$ cat config.mk
export PLATFORM = sky130hd
export DESIGN_NAME = sorted_goal_reference_counter_flat
export DESIGN_NICKNAME = d
export VERILOG_FILES = /design/src/hdl/sgrc_pkg.sv /design/src/hdl/sgrc_if.sv /design/src/hdl/sgrc_mem.sv /design/src/hdl/sgrc_alu.sv /design/src/hdl/sgrc_ctrl.sv /design/src/hdl/sorted_goal_reference_counter.sv /design/src/flat_wrapper.sv
export VERILOG_INCLUDE_DIRS = /design/src /design/src/hdl
export SDC_FILE = /design/constraint.sdc
export NUM_CORES = 1
export LEC_CHECK = 0
export CAP_MARGIN = 0
export CORE_MARGIN = 5
export CORE_UTILIZATION = 25
export DETAILED_ROUTE_END_ITERATION = 10
export DONT_BUFFER_PORTS = 1
export PLACE_DENSITY = 0.44
export RECOVER_POWER = 50
export SYNTH_ARGS = -nofsm -noshare
export SYNTH_HDL_FRONTEND = slang
export SYNTH_SLANG_ARGS = --single-unit
$ cat constraint.sdc
create_clock -name clk_i -period 7.2 [get_ports clk_i]
set_clock_uncertainty 0.2 [all_clocks]
set_input_delay 0.72 -clock clk_i [delete_from_list [all_inputs] [get_ports clk_i]]
set_output_delay 0.72 -clock clk_i [all_outputs]
set_load 0.02 [all_outputs]
$ cat src/hdl/sorted_goal_reference_counter_macros.svh
// Assertion macros for the sorted goal reference counter.
// Included by every file that carries concurrent assertions.
`ifndef SORTED_GOAL_REFERENCE_COUNTER_MACROS_SVH
`define SORTED_GOAL_REFERENCE_COUNTER_MACROS_SVH
`ifndef NO_ASSERTIONS
// Check a property on every rising edge outside reset.
`define SGRC_ASSERT(lbl, clk, rstn, prop, msg) \
  lbl: assert property (@(posedge clk) disable iff (!rstn) prop) \
    else $error(msg);
// Check that a condition never holds outside reset.
`define SGRC_NEVER(lbl, clk, rstn, expr, msg) \
  `SGRC_ASSERT(lbl, clk, rstn, !(expr), msg)
`else
`define SGRC_ASSERT(lbl, clk, rstn, prop, msg)
`define SGRC_NEVER(lbl, clk, rstn, expr, msg)
`endif
`endif

$ cat src/hdl/sgrc_pkg.sv
// Shared types and codes of the sorted goal reference counter.
// No dependencies; imported by the interfaces and all modules.
`timescale 1ns / 1ps
package sgrc_pkg;

  localparam int GOAL_W  = 8;
  localparam int COUNT_W = 8;
  localparam int TOTAL_W = 11;
  localparam int CFG_IDX_W = 1;

  localparam logic [TOTAL_W-1:0] TOTAL_MAX = '1;
  localparam logic [COUNT_W-1:0] COUNT_FULL = '1;
  localparam logic [COUNT_W-1:0] COUNT_ONE  = COUNT_W'(1);

  typedef enum logic [1:0] {
    MODE_ADD    = 2'd0,
    MODE_REMOVE = 2'd1,
    MODE_CHANGE = 2'd2
  } mode_e;

  typedef enum logic [1:0] {
    STATUS_OK      = 2'd0,
    STATUS_INVALID = 2'd1,
    STATUS_FULL    = 2'd2,
    STATUS_MISSING = 2'd3
  } status_e;

  typedef enum logic {
    ALU_INC = 1'b0,
    ALU_DEC = 1'b1
  } alu_op_e;

  localparam logic [CFG_IDX_W-1:0] CFG_MIN_GOAL = 1'b0;
  localparam logic [CFG_IDX_W-1:0] CFG_MAX_GOAL = 1'b1;

  typedef struct packed {
    logic [GOAL_W-1:0]  goal;
    logic [COUNT_W-1:0] count;
  } entry_t;

  typedef struct packed {
    logic               lt;
    logic               eq;
    logic [COUNT_W-1:0] res;
  } alu_res_t;

  typedef struct packed {
    status_e            status;
    logic [TOTAL_W-1:0] total;
    logic [GOAL_W-1:0]  highest;
  } res_t;

endpackage

$ cat src/hdl/sgrc_if.sv
// Handshake channels of the sorted goal reference counter: request,
// response and configuration write. Depends on sgrc_pkg.
`timescale 1ns / 1ps
interface sgrc_req_if import sgrc_pkg::*; ();
  logic              valid;
  logic              ready;
  logic [1:0]        mode;
  logic [GOAL_W-1:0] goal;
  logic [GOAL_W-1:0] new_goal;
  modport source (output valid, mode, goal, new_goal, input ready);
  modport sink (input valid, mode, goal, new_goal, output ready);
endinterface

interface sgrc_rsp_if import sgrc_pkg::*; ();
  logic               valid;
  logic               ready;
  logic [1:0]         status;
  logic [TOTAL_W-1:0] total_files;
  logic [GOAL_W-1:0]  highest_goal;
  modport source (output valid, status, total_files, highest_goal, input ready);
  modport sink (input valid, status, total_files, highest_goal, output ready);
endinterface

interface sgrc_cfg_if import sgrc_pkg::*; ();
  logic                 valid;
  logic                 ready;
  logic [CFG_IDX_W-1:0] index;
  logic [GOAL_W-1:0]    data;
  modport source (output valid, index, data, input ready);
  modport sink (input valid, index, data, output ready);
endinterface

$ cat src/hdl/sgrc_mem.sv
// Entry memory: one write port, one read port with registered read data.
// Depends on sgrc_pkg for the entry type.
`timescale 1ns / 1ps
module sgrc_mem import sgrc_pkg::*; #(
  parameter int DEPTH = 8,
  parameter int AW    = 3
) (
  input  logic          clk_i,
  input  logic          we_i,
  input  logic [AW-1:0] waddr_i,
  input  entry_t        wdata_i,
  input  logic          re_i,
  input  logic [AW-1:0] raddr_i,
  output entry_t        rdata_o
);

  entry_t mem_q [DEPTH];
  entry_t rdata_q;

  always_ff @(posedge clk_i) begin
    if (we_i) begin
      mem_q[waddr_i] <= wdata_i;
    end
    if (re_i) begin
      rdata_q <= mem_q[raddr_i];
    end
  end

  assign rdata_o = rdata_q;

endmodule

$ cat src/hdl/sgrc_alu.sv
// Shared compare and count step unit of the sequencer.
// Depends on sgrc_pkg.
`timescale 1ns / 1ps
module sgrc_alu import sgrc_pkg::*; (
  input  alu_op_e            op_i,
  input  logic [GOAL_W-1:0]  a_i,
  input  logic [GOAL_W-1:0]  b_i,
  output alu_res_t           res_o
);

  assign res_o.lt  = a_i < b_i;
  assign res_o.eq  = a_i == b_i;
  assign res_o.res = (op_i == ALU_DEC) ? a_i - COUNT_ONE : a_i + COUNT_ONE;

endmodule

$ cat src/hdl/sgrc_ctrl.sv
// Sequencer: range check, linear search, shift insert and erase, totals.
// Depends on sgrc_pkg, sgrc_alu, sgrc_mem and the assertion macros.
`timescale 1ns / 1ps
`include "sorted_goal_reference_counter_macros.svh"
module sgrc_ctrl import sgrc_pkg::*; #(
  parameter int TABLE_ENTRIES = 8
) (
  input  logic              clk_i,
  input  logic              rst_ni,
  input  logic              req_valid_i,
  output logic              req_ready_o,
  input  logic [1:0]        mode_i,
  input  logic [GOAL_W-1:0] goal_i,
  input  logic [GOAL_W-1:0] new_goal_i,
  input  logic [GOAL_W-1:0] min_goal_i,
  input  logic [GOAL_W-1:0] max_goal_i,
  output logic              res_valid_o,
  input  logic              res_ready_i,
  output res_t              res_o
);

  localparam int IW = $clog2(TABLE_ENTRIES + 1);
  localparam int AW = (TABLE_ENTRIES > 1) ? $clog2(TABLE_ENTRIES) : 1;
  localparam int TW = $clog2(TABLE_ENTRIES * 255 + 1);
  localparam int SW = (TW > TOTAL_W) ? TW : TOTAL_W;
  localparam logic [IW-1:0] FULL_USED = IW'(TABLE_ENTRIES);
  localparam logic [IW-1:0] ONE_I = IW'(1);

  localparam logic [3:0] ST_IDLE  = 4'd0;
  localparam logic [3:0] ST_CHKLO = 4'd1;
  localparam logic [3:0] ST_CHKHI = 4'd2;
  localparam logic [3:0] ST_SRD   = 4'd3;
  localparam logic [3:0] ST_SCMP  = 4'd4;
  localparam logic [3:0] ST_DEC   = 4'd5;
  localparam logic [3:0] ST_SHRD  = 4'd6;
  localparam logic [3:0] ST_SHWR  = 4'd7;
  localparam logic [3:0] ST_INS   = 4'd8;
  localparam logic [3:0] ST_HIRD  = 4'd9;
  localparam logic [3:0] ST_HICAP = 4'd10;
  localparam logic [3:0] ST_DONE  = 4'd11;

  logic [3:0]        st_q, st_d;
  logic              is_add_q, is_add_d;
  logic              chg_q, chg_d;
  logic              hit_q, hit_d;
  logic [GOAL_W-1:0] g_q, g_d;
  logic [GOAL_W-1:0] ng_q, ng_d;
  logic [COUNT_W-1:0] cnt_q, cnt_d;
  logic [IW-1:0]     idx_q, idx_d;
  logic [IW-1:0]     pos_q, pos_d;
  logic [IW-1:0]     used_q, used_d;
  logic [TW-1:0]     total_q, total_d;
  status_e           status_q, status_d;
  logic [GOAL_W-1:0] high_q, high_d;

  logic [IW-1:0]     idx_p1, idx_m1, used_m1;
  logic              rm_done;

  alu_op_e           alu_op;
  logic [GOAL_W-1:0] alu_a, alu_b;
  alu_res_t          alu;

  logic              mem_we, mem_re;
  logic [AW-1:0]     mem_waddr, mem_raddr;
  entry_t            mem_wdata, mem_rdata;

  logic [SW-1:0]     tot_ext;

  sgrc_alu u_alu (
    .op_i  (alu_op),
    .a_i   (alu_a),
    .b_i   (alu_b),
    .res_o (alu)
  );

  sgrc_mem #(
    .DEPTH (TABLE_ENTRIES),
    .AW    (AW)
  ) u_mem (
    .clk_i   (clk_i),
    .we_i    (mem_we),
    .waddr_i (mem_waddr),
    .wdata_i (mem_wdata),
    .re_i    (mem_re),
    .raddr_i (mem_raddr),
    .rdata_o (mem_rdata)
  );

  assign idx_p1  = idx_q + ONE_I;
  assign idx_m1  = idx_q - ONE_I;
  assign used_m1 = used_q - ONE_I;

  // Route operands of the shared unit by step.
  always_comb begin
    alu_op = ALU_INC;
    alu_a  = '0;
    alu_b  = '0;
    case (st_q)
      ST_CHKLO: begin
        alu_a = g_q;
        alu_b = min_goal_i;
      end
      ST_CHKHI: begin
        alu_a = max_goal_i;
        alu_b = g_q;
      end
      ST_SCMP: begin
        alu_a = mem_rdata.goal;
        alu_b = g_q;
      end
      ST_DEC: begin
        alu_op = is_add_q ? ALU_INC : ALU_DEC;
        alu_a  = cnt_q;
        alu_b  = is_add_q ? COUNT_FULL : COUNT_ONE;
      end
      default: begin
        alu_op = ALU_INC;
      end
    endcase
  end

  always_comb begin
    st_d      = st_q;
    is_add_d  = is_add_q;
    chg_d     = chg_q;
    hit_d     = hit_q;
    g_d       = g_q;
    ng_d      = ng_q;
    cnt_d     = cnt_q;
    idx_d     = idx_q;
    pos_d     = pos_q;
    used_d    = used_q;
    total_d   = total_q;
    status_d  = status_q;
    high_d    = high_q;
    rm_done   = 1'b0;
    mem_we    = 1'b0;
    mem_waddr = pos_q[AW-1:0];
    mem_wdata = '{goal: g_q, count: alu.res};
    mem_re    = 1'b0;
    mem_raddr = idx_q[AW-1:0];
    req_ready_o = 1'b0;
    res_valid_o = 1'b0;

    case (st_q)
      ST_IDLE: begin
        req_ready_o = 1'b1;
        if (req_valid_i) begin
          g_d      = goal_i;
          ng_d     = new_goal_i;
          status_d = STATUS_OK;
          idx_d    = '0;
          chg_d    = 1'b0;
          case (mode_e'(mode_i))
            MODE_ADD: begin
              is_add_d = 1'b1;
              st_d     = ST_CHKLO;
            end
            MODE_REMOVE: begin
              is_add_d = 1'b0;
              st_d     = ST_SRD;
            end
            MODE_CHANGE: begin
              is_add_d = 1'b0;
              chg_d    = 1'b1;
              st_d     = ST_SRD;
            end
            default: begin
              st_d = ST_HIRD;
            end
          endcase
        end
      end
      ST_CHKLO: begin
        if (alu.lt) begin
          status_d = STATUS_INVALID;
          st_d     = ST_HIRD;
        end else begin
          st_d = ST_CHKHI;
        end
      end
      ST_CHKHI: begin
        if (alu.lt) begin
          status_d = STATUS_INVALID;
          st_d     = ST_HIRD;
        end else begin
          idx_d = '0;
          st_d  = ST_SRD;
        end
      end
      ST_SRD: begin
        if (idx_q < used_q) begin
          mem_re = 1'b1;
          st_d   = ST_SCMP;
        end else begin
          pos_d = idx_q;
          hit_d = 1'b0;
          st_d  = ST_DEC;
        end
      end
      ST_SCMP: begin
        if (alu.lt) begin
          idx_d = idx_p1;
          st_d  = ST_SRD;
        end else begin
          pos_d = idx_q;
          hit_d = alu.eq;
          cnt_d = mem_rdata.count;
          st_d  = ST_DEC;
        end
      end
      ST_DEC: begin
        if (is_add_q) begin
          if (hit_q && !alu.eq) begin
            mem_we  = 1'b1;
            total_d = total_q + TW'(1);
            st_d    = ST_HIRD;
          end else if (used_q == FULL_USED) begin
            status_d = STATUS_FULL;
            st_d     = ST_HIRD;
          end else begin
            idx_d = used_q;
            st_d  = ST_SHRD;
          end
        end else begin
          if (!hit_q) begin
            status_d = STATUS_MISSING;
            st_d     = ST_HIRD;
          end else begin
            total_d = total_q - TW'(1);
            if (!alu.eq) begin
              mem_we  = 1'b1;
              rm_done = 1'b1;
            end else begin
              idx_d = pos_q;
              st_d  = ST_SHRD;
            end
          end
        end
      end
      ST_SHRD: begin
        if (is_add_q) begin
          if (idx_q > pos_q) begin
            mem_re    = 1'b1;
            mem_raddr = idx_m1[AW-1:0];
            st_d      = ST_SHWR;
          end else begin
            st_d = ST_INS;
          end
        end else begin
          if (idx_p1 < used_q) begin
            mem_re    = 1'b1;
            mem_raddr = idx_p1[AW-1:0];
            st_d      = ST_SHWR;
          end else begin
            used_d  = used_m1;
            rm_done = 1'b1;
          end
        end
      end
      ST_SHWR: begin
        mem_we    = 1'b1;
        mem_waddr = idx_q[AW-1:0];
        mem_wdata = mem_rdata;
        idx_d     = is_add_q ? idx_m1 : idx_p1;
        st_d      = ST_SHRD;
      end
      ST_INS: begin
        mem_we    = 1'b1;
        mem_wdata = '{goal: g_q, count: COUNT_ONE};
        used_d    = used_q + ONE_I;
        total_d   = total_q + TW'(1);
        st_d      = ST_HIRD;
      end
      ST_HIRD: begin
        if (used_q != '0) begin
          mem_re    = 1'b1;
          mem_raddr = used_m1[AW-1:0];
          st_d      = ST_HICAP;
        end else begin
          high_d = '0;
          st_d   = ST_DONE;
        end
      end
      ST_HICAP: begin
        high_d = mem_rdata.goal;
        st_d   = ST_DONE;
      end
      ST_DONE: begin
        res_valid_o = 1'b1;
        if (res_ready_i) begin
          st_d = ST_IDLE;
        end
      end
      default: begin
        st_d = ST_IDLE;
      end
    endcase

    // A finished remove either hands over to the add of a change or ends.
    if (rm_done) begin
      if (chg_q) begin
        is_add_d = 1'b1;
        chg_d    = 1'b0;
        g_d      = ng_q;
        st_d     = ST_CHKLO;
      end else begin
        st_d = ST_HIRD;
      end
    end
  end

  always_ff @(posedge clk_i or negedge rst_ni) begin
    if (!rst_ni) begin
      st_q     <= ST_IDLE;
      is_add_q <= 1'b0;
      chg_q    <= 1'b0;
      hit_q    <= 1'b0;
      idx_q    <= '0;
      pos_q    <= '0;
      used_q   <= '0;
      total_q  <= '0;
      status_q <= STATUS_OK;
    end else begin
      st_q     <= st_d;
      is_add_q <= is_add_d;
      chg_q    <= chg_d;
      hit_q    <= hit_d;
      idx_q    <= idx_d;
      pos_q    <= pos_d;
      used_q   <= used_d;
      total_q  <= total_d;
      status_q <= status_d;
    end
  end

  always_ff @(posedge clk_i) begin
    g_q    <= g_d;
    ng_q   <= ng_d;
    cnt_q  <= cnt_d;
    high_q <= high_d;
  end

  // Saturate the running total to the result field.
  assign tot_ext = SW'(total_q);
  assign res_o.status  = status_q;
  assign res_o.total   = (tot_ext > SW'(TOTAL_MAX)) ? TOTAL_MAX : tot_ext[TOTAL_W-1:0];
  assign res_o.highest = high_q;

  `SGRC_NEVER(a_used_bound, clk_i, rst_ni, used_q > FULL_USED, "entry count over table size")
  `SGRC_NEVER(a_idx_bound, clk_i, rst_ni, idx_q > used_q, "scan index past used entries")
  `SGRC_NEVER(a_empty_total, clk_i, rst_ni, used_q == '0 && total_q != '0, "total without entries")
  `SGRC_ASSERT(a_total_src, clk_i, rst_ni, (total_q != $past(total_q)) |-> ($past(st_q) == ST_DEC || $past(st_q) == ST_INS), "total changed outside update step")

endmodule

$ cat src/hdl/sorted_goal_reference_counter.sv
// Sorted goal reference counter: top level with configuration registers,
// result register, sequencer. Depends on sgrc_pkg, sgrc_if, sgrc_ctrl.
`timescale 1ns / 1ps
//
// Usage:
//   req_i   request transfer: mode (add, remove, change), goal, new_goal.
//   rsp_o   one response transfer per request: status, total_files and
//           highest_goal after the operation.
//   cfg_i   register write transfer; index 0 min_valid_goal, index 1
//           max_valid_goal. Always ready; write only while no request is open.
// Sequencing: one request at a time. A single compare and step unit walks
//   the table: the range check of an add, a scan of the entries (registered
//   memory read, then compare) that may run off the end, a decision step,
//   a read and a write per entry moved on insert or erase plus a closing
//   step, the insert step, the fetch of the highest goal (registered read,
//   then capture) and the hand-over of the result. A change runs a remove
//   and then an add. The response is offered in the cycle after the
//   hand-over, and the next request is taken in the cycle after it too.
// Reset: table empty, totals zero, min_valid_goal 1, max_valid_goal 40.
// Stall: a finished response waits in the output register; the next request
//   is accepted meanwhile, and its result waits until the register drains.
//
module sorted_goal_reference_counter import sgrc_pkg::*; #(
  parameter int TABLE_ENTRIES = 8
) (
  input logic       clk_i,
  input logic       rst_ni,
  sgrc_req_if.sink  req_i,
  sgrc_rsp_if.source rsp_o,
  sgrc_cfg_if.sink  cfg_i
);

  logic [GOAL_W-1:0] min_goal_q;
  logic [GOAL_W-1:0] max_goal_q;

  logic   res_valid;
  logic   res_ready;
  res_t   res;

  logic   out_valid_q;
  res_t   out_q;

  // Configuration writes are always accepted and registered; unknown indexes are dropped.
  assign cfg_i.ready = 1'b1;

  always_ff @(posedge clk_i or negedge rst_ni) begin
    if (!rst_ni) begin
      min_goal_q <= GOAL_W'(1);
      max_goal_q <= GOAL_W'(40);
    end else if (cfg_i.valid) begin
      case (cfg_i.index)
        CFG_MIN_GOAL: min_goal_q <= cfg_i.data;
        CFG_MAX_GOAL: max_goal_q <= cfg_i.data;
        default: begin
        end
      endcase
    end
  end

  sgrc_ctrl #(
    .TABLE_ENTRIES (TABLE_ENTRIES)
  ) u_ctrl (
    .clk_i       (clk_i),
    .rst_ni      (rst_ni),
    .req_valid_i (req_i.valid),
    .req_ready_o (req_i.ready),
    .mode_i      (req_i.mode),
    .goal_i      (req_i.goal),
    .new_goal_i  (req_i.new_goal),
    .min_goal_i  (min_goal_q),
    .max_goal_i  (max_goal_q),
    .res_valid_o (res_valid),
    .res_ready_i (res_ready),
    .res_o       (res)
  );

  // Load the output register whenever it is empty or drains this cycle.
  assign res_ready = !out_valid_q || rsp_o.ready;

  always_ff @(posedge clk_i or negedge rst_ni) begin
    if (!rst_ni) begin
      out_valid_q <= 1'b0;
    end else if (res_ready) begin
      out_valid_q <= res_valid;
    end
  end

  // Hold the payload while the receiver stalls.
  always_ff @(posedge clk_i) begin
    if (res_ready && res_valid) begin
      out_q <= res;
    end
  end

  assign rsp_o.valid        = out_valid_q;
  assign rsp_o.status       = out_q.status;
  assign rsp_o.total_files  = out_q.total;
  assign rsp_o.highest_goal = out_q.highest;

endmodule
$ cat src/flat_wrapper.sv
// flat-port wrapper written by rule: the top's interface ports become plain ports
module sorted_goal_reference_counter_flat import sgrc_pkg::*;
#(
  parameter int TABLE_ENTRIES = 8
)
  (clk_i, rst_ni, req_i_valid, req_i_mode, req_i_goal, req_i_new_goal, req_i_ready, rsp_o_valid, rsp_o_status, rsp_o_total_files, rsp_o_highest_goal, rsp_o_ready, cfg_i_valid, cfg_i_index, cfg_i_data, cfg_i_ready);
  sgrc_req_if req_i_i ();
  sgrc_rsp_if rsp_o_i ();
  sgrc_cfg_if cfg_i_i ();
  input logic clk_i;
  input logic rst_ni;
  input wire logic [$bits(req_i_i.valid)-1:0] req_i_valid;
  input wire logic [$bits(req_i_i.mode)-1:0] req_i_mode;
  input wire logic [$bits(req_i_i.goal)-1:0] req_i_goal;
  input wire logic [$bits(req_i_i.new_goal)-1:0] req_i_new_goal;
  output wire logic [$bits(req_i_i.ready)-1:0] req_i_ready;
  output wire logic [$bits(rsp_o_i.valid)-1:0] rsp_o_valid;
  output wire logic [$bits(rsp_o_i.status)-1:0] rsp_o_status;
  output wire logic [$bits(rsp_o_i.total_files)-1:0] rsp_o_total_files;
  output wire logic [$bits(rsp_o_i.highest_goal)-1:0] rsp_o_highest_goal;
  input wire logic [$bits(rsp_o_i.ready)-1:0] rsp_o_ready;
  input wire logic [$bits(cfg_i_i.valid)-1:0] cfg_i_valid;
  input wire logic [$bits(cfg_i_i.index)-1:0] cfg_i_index;
  input wire logic [$bits(cfg_i_i.data)-1:0] cfg_i_data;
  output wire logic [$bits(cfg_i_i.ready)-1:0] cfg_i_ready;
  assign req_i_i.valid = req_i_valid;
  assign req_i_i.mode = req_i_mode;
  assign req_i_i.goal = req_i_goal;
  assign req_i_i.new_goal = req_i_new_goal;
  assign req_i_ready = req_i_i.ready;
  assign rsp_o_valid = rsp_o_i.valid;
  assign rsp_o_status = rsp_o_i.status;
  assign rsp_o_total_files = rsp_o_i.total_files;
  assign rsp_o_highest_goal = rsp_o_i.highest_goal;
  assign rsp_o_i.ready = rsp_o_ready;
  assign cfg_i_i.valid = cfg_i_valid;
  assign cfg_i_i.index = cfg_i_index;
  assign cfg_i_i.data = cfg_i_data;
  assign cfg_i_ready = cfg_i_i.ready;
  sorted_goal_reference_counter #(.TABLE_ENTRIES(TABLE_ENTRIES)) u_core (.clk_i(clk_i), .rst_ni(rst_ni), .req_i(req_i_i), .rsp_o(rsp_o_i), .cfg_i(cfg_i_i));
endmodule
==> results.py <==
metrics = {
    "outcome": {
        "status": "finished with violations",
        "violations": "max-capacitance violations, max-slew violations",
    },
    "pwr": {
        "p_leak_nw": 5.16,
        "internal_power_mw": 3.87,
        "combPwrFrac_pct": 39.8,
        "p_sw_mw": 2.52,
        "pwr-share-clk_pct": 23.1,
        "p_seq_share_pct": 37.1,
        "ir_drop_v": 0.000214,
        "switching_share_pct": 39.5,
        "power.density_mw_per_mm2": 482,
    },
    "synth": {
        "ys.flop_type": "edfxtp_1",
        "syn_avg_cell_area_um2": 13.1,
        "netlist_area_mm2": 0.0117,
        "syn-num-nets": 954,
        "postSynthRegisterBits": 246,
        "async_flop_share_pct": 19.9,
        "synth_edf_count": 189,
        "synth_cell_types": 74,
        "seq_area_frac_synth_pct": 60.6,
        "yosys_warnings": 0,
        "netlist_instances": 888,
    },
    "layout": {
        "syn_to_final_growth_pct": 13.7,
        "nets": 948,
        "diodes": 0,
        "multi_input_comb_area_mm2": 0.00427,
        "fill_cells": 4656,
        "post_route_cells_drive_above_1_share_pct": 12.9,
        "regArea_mm2": 0.00707,
    },
    "sta": {
        "slew_viol_final": 50,
        "rsz0062_at_grt": "false",
        "hold_viol_final": 0,
        "min_period_ns": 5.13,
        "holdWs_ns": 0.0474,
        "fmax_mhz": 195,
        "fin_crit_sh_pct": 71.3,
        "worst_pin_slew_ns": 3.00,
        "relSlewSlack_pct": -100,
        "fin_setup_tns_ns": 0,
        "final-setup-viol-count": 0,
    },
    "routing": {
        "final_antenna_net_count": 0,
        "drt-initial-drc-count": 587,
        "wl_um": 31800,
        "wl_per_cell_um": 21.0,
        "route.detailed.drc": 0,
        "wl_met3_um": 1370,
        "viasPerCell": 4.65,
        "routed-wl-met2_um": 14900,
        "firstDrtPassIters": 5,
        "drt-met1-wl_um": 14900,
        "vias": 7033,
        "top_layer_used": "met4",
    },
    "setup_path": {
        "critPathMostFrequentCell": "o21ai_0",
        "crit_path_top_delay_cell": "nor2_2",
        "worstPathCellList": "and2b_1 > and2_0 > a22oi_1 > o21ai_0 > ha_1 > nand4_1 > o21ai_0 > o21ai_0 > a22oi_1 > nor2_2",
        "critPathArrivalTime_ns": 5.13,
        "end_kind": "flop",
        "cp-start-kind": "flop",
        "worstSetupPathType": "flop to flop",
        "path_max_fanout": 18,
        "critical_path_required_ns": 7.19,
        "worst_path_largest_cell_delay_ns": 0.99,
    },
    "die": {
        "die-width_um": 226,
        "dieArea_mm2": 0.0510,
        "core_mm2": 0.0464,
        "ioPinCount": 56,
        "rows": 79,
        "start_util_pct": 25.1,
        "die_h_um": 226,
    },
    "global_route": {
        "grt_pass1_wl_um": 48100,
        "grt_max_degree": 50,
        "antenna_found_initial": 0,
        "grt_usage_pct": 12.3,
        "grt_pass1_vias": 7290,
        "grt.overflow.total": 0,
    },
    "clocking": {
        "cts-buffers-inserted": 29,
        "cts_tree": "yes",
        "htree_levels": 1,
        "post_cts_buffers": 0,
        "cts-resized-gates": 0,
        "cts-root-buf": "clkbuf_16",
        "clkLatencyLatePin_ns": 0.58,
        "cts.sinks": 246,
        "clk_path_buf_depth": 3,
        "clk_pin_slew_ns": 0.07,
    },
    "place": {
        "place_congestion": 0.801,
        "dpl.hpwl_um": 22300,
        "portBuffers": 0,
    },
    "worst_hold_path": {
        "worstHoldPathType": "input pin to flop",
    },
    "flow_run": {
        "cap_violations": 1,
    },
}
-- cell usage after synthesis, types with 10 or more instances --
cell type | number | area [µm²]
ha_1 | 33 | 413
inv_1 | 24 | 90.1
and3_1 | 12 | 75.1
o21ai_0 | 26 | 130
nor3_1 | 10 | 50.1
dfrtp_1 | 46 | 1150
a21oi_1 | 37 | 185
a31oi_1 | 10 | 62.6
xor2_1 | 14 | 123
edfxtp_1 | 189 | 5680
mux2_2 | 34 | 383
a22oi_1 | 18 | 135
a21o_1 | 10 | 75.1
xnor2_1 | 12 | 105
nand3_1 | 10 | 50.1
nor2_1 | 66 | 248
clkbuf_1 | 31 | 116
nand2_1 | 55 | 206
mux2i_1 | 116 | 1160
-- worst max-delay path: cells and delay by family (launching register included) --
kind	cells	cell delay, ns
AND/OR/NAND/NOR	4	2.28
AO/OA/AOI/OAI	5	1.25
flip-flops	1	0.72
adder cells (fa/ha/maj)	1	0.29
-- layout make-up --
| class | instances | area share, % |
|---|---|---|
| Multi-Input combinational cell | 568 | 32.2 |
| Clock inverter | 25 | 1.76 |
| Timing Repair Buffer | 13 | 0.803 |
| Clock buffer | 29 | 5.48 |
| Inverter | 24 | 0.680 |
| Tap cell | 607 | 5.73 |
| Sequential cell | 246 | 53.3 |
-- sequential cells by signal (all words and copies together) (netlist names), 11 cells and up --
name                         count
u_core.u_ctrl.tot_ext           11
u_core.rsp_o.total_files        11
u_core.u_ctrl.u_mem.mem_q      128
u_core.u_ctrl.u_mem.rdata_o     16
-- metrics by stage --
stage	util [%]	worst slack [ns]	std cells	total power, mW	area [µm²]
global placement	26.4	2.04	1452	4.97	12200
CTS	28.6	2.05	1512	6.48	13300
floorplan	-	3.52	888	4.15	11700
global route	28.6	1.74	1512	6.78	13200
detailed placement	26.4	2.08	1452	4.96	12200
finish	28.6	2.07	1512	6.39	13200
-- routing by layer --
layer  global-route usage, %  vias up
met1                    17.1     3542
met5                       0        -
met3                    1.90       44
li1                        -     3304
met2                    20.3      143
met4                    3.14        0
-- kinds of logic after synthesis --
group | count (synthesis) | share of synthesized area [%]
DFF | 246 | 60.6
AOI/OAI and AO/OA | 152 | 8.85
xor gates and xnor gates | 26 | 1.95
other | 1 | 0.0322
adders and majority gates | 34 | 3.72
buffers and inverters | 74 | 3.01
and+or+nand+nor | 204 | 8.46
muxes | 151 | 13.3
-- power groups by stage --
| stage | clock, mW | combinational, mW | sequential (mW) |
|---|---|---|---|
| floorplan | 0 | 1.91 | 2.24 |
| global placement | 0 | 2.57 | 2.41 |
| detailed placement | 0 | 2.56 | 2.40 |
| CTS | 1.52 | 2.58 | 2.38 |
| global route | 1.57 | 2.80 | 2.41 |
| finish | 1.47 | 2.54 | 2.37 |
-- worst paths after layout --
path,startpoint,to,slack [ns],cells past startpoint
worst min register to register,u_core.u_ctrl.high_q[6],u_core.rsp_o.highest_goal[6],0.22,0
worst max-delay path,u_core.u_ctrl.st_q[2],u_core.u_ctrl.u_mem.mem_q[2][11],2.07,10
worst min-delay path,req_i_new_goal[7],u_core.u_ctrl.ng_q[7],0.05,0
worst max register to register,u_core.u_ctrl.st_q[2],u_core.u_ctrl.u_mem.mem_q[2][11],2.07,10
min in group asynchronous,rst_ni,u_core.u_ctrl.status_q[0],1.52,2
max in group asynchronous,rst_ni,u_core.u_ctrl.hit_q,3.59,2
-- what timing repair did --
item,4_1_cts,5_1_grt
setup endpoints to repair,0,0
endpoints found under the hold margin,53,0
hold buffers,6,0
-- placed cells by master (no fill, tap or decap), types with 6 or more instances in the layout --
cell type    n
a21o_1      10
edfxtp_1   189
ha_1        33
clkinv_1     6
a221oi_1     9
xor2_1      14
clkbuf_16   29
and3_1      12
nand2b_1     9
nand2_1     55
xnor2_1     12
inv_1       24
buf_4        7
dfrtp_1     46
dfxtp_1      8
a22oi_1     18
a31oi_1      9
nor3_1      10
nand3_1     10
o21ai_0     26
clkinv_2     8
o21ai_1      8
a21oi_1     37
nor2_2       9
nand4_1      6
mux2i_1    116
nor2_1      58
a22o_1       7
mux2_2      34
No activity file was read; power rests on OpenSTA's default activity.
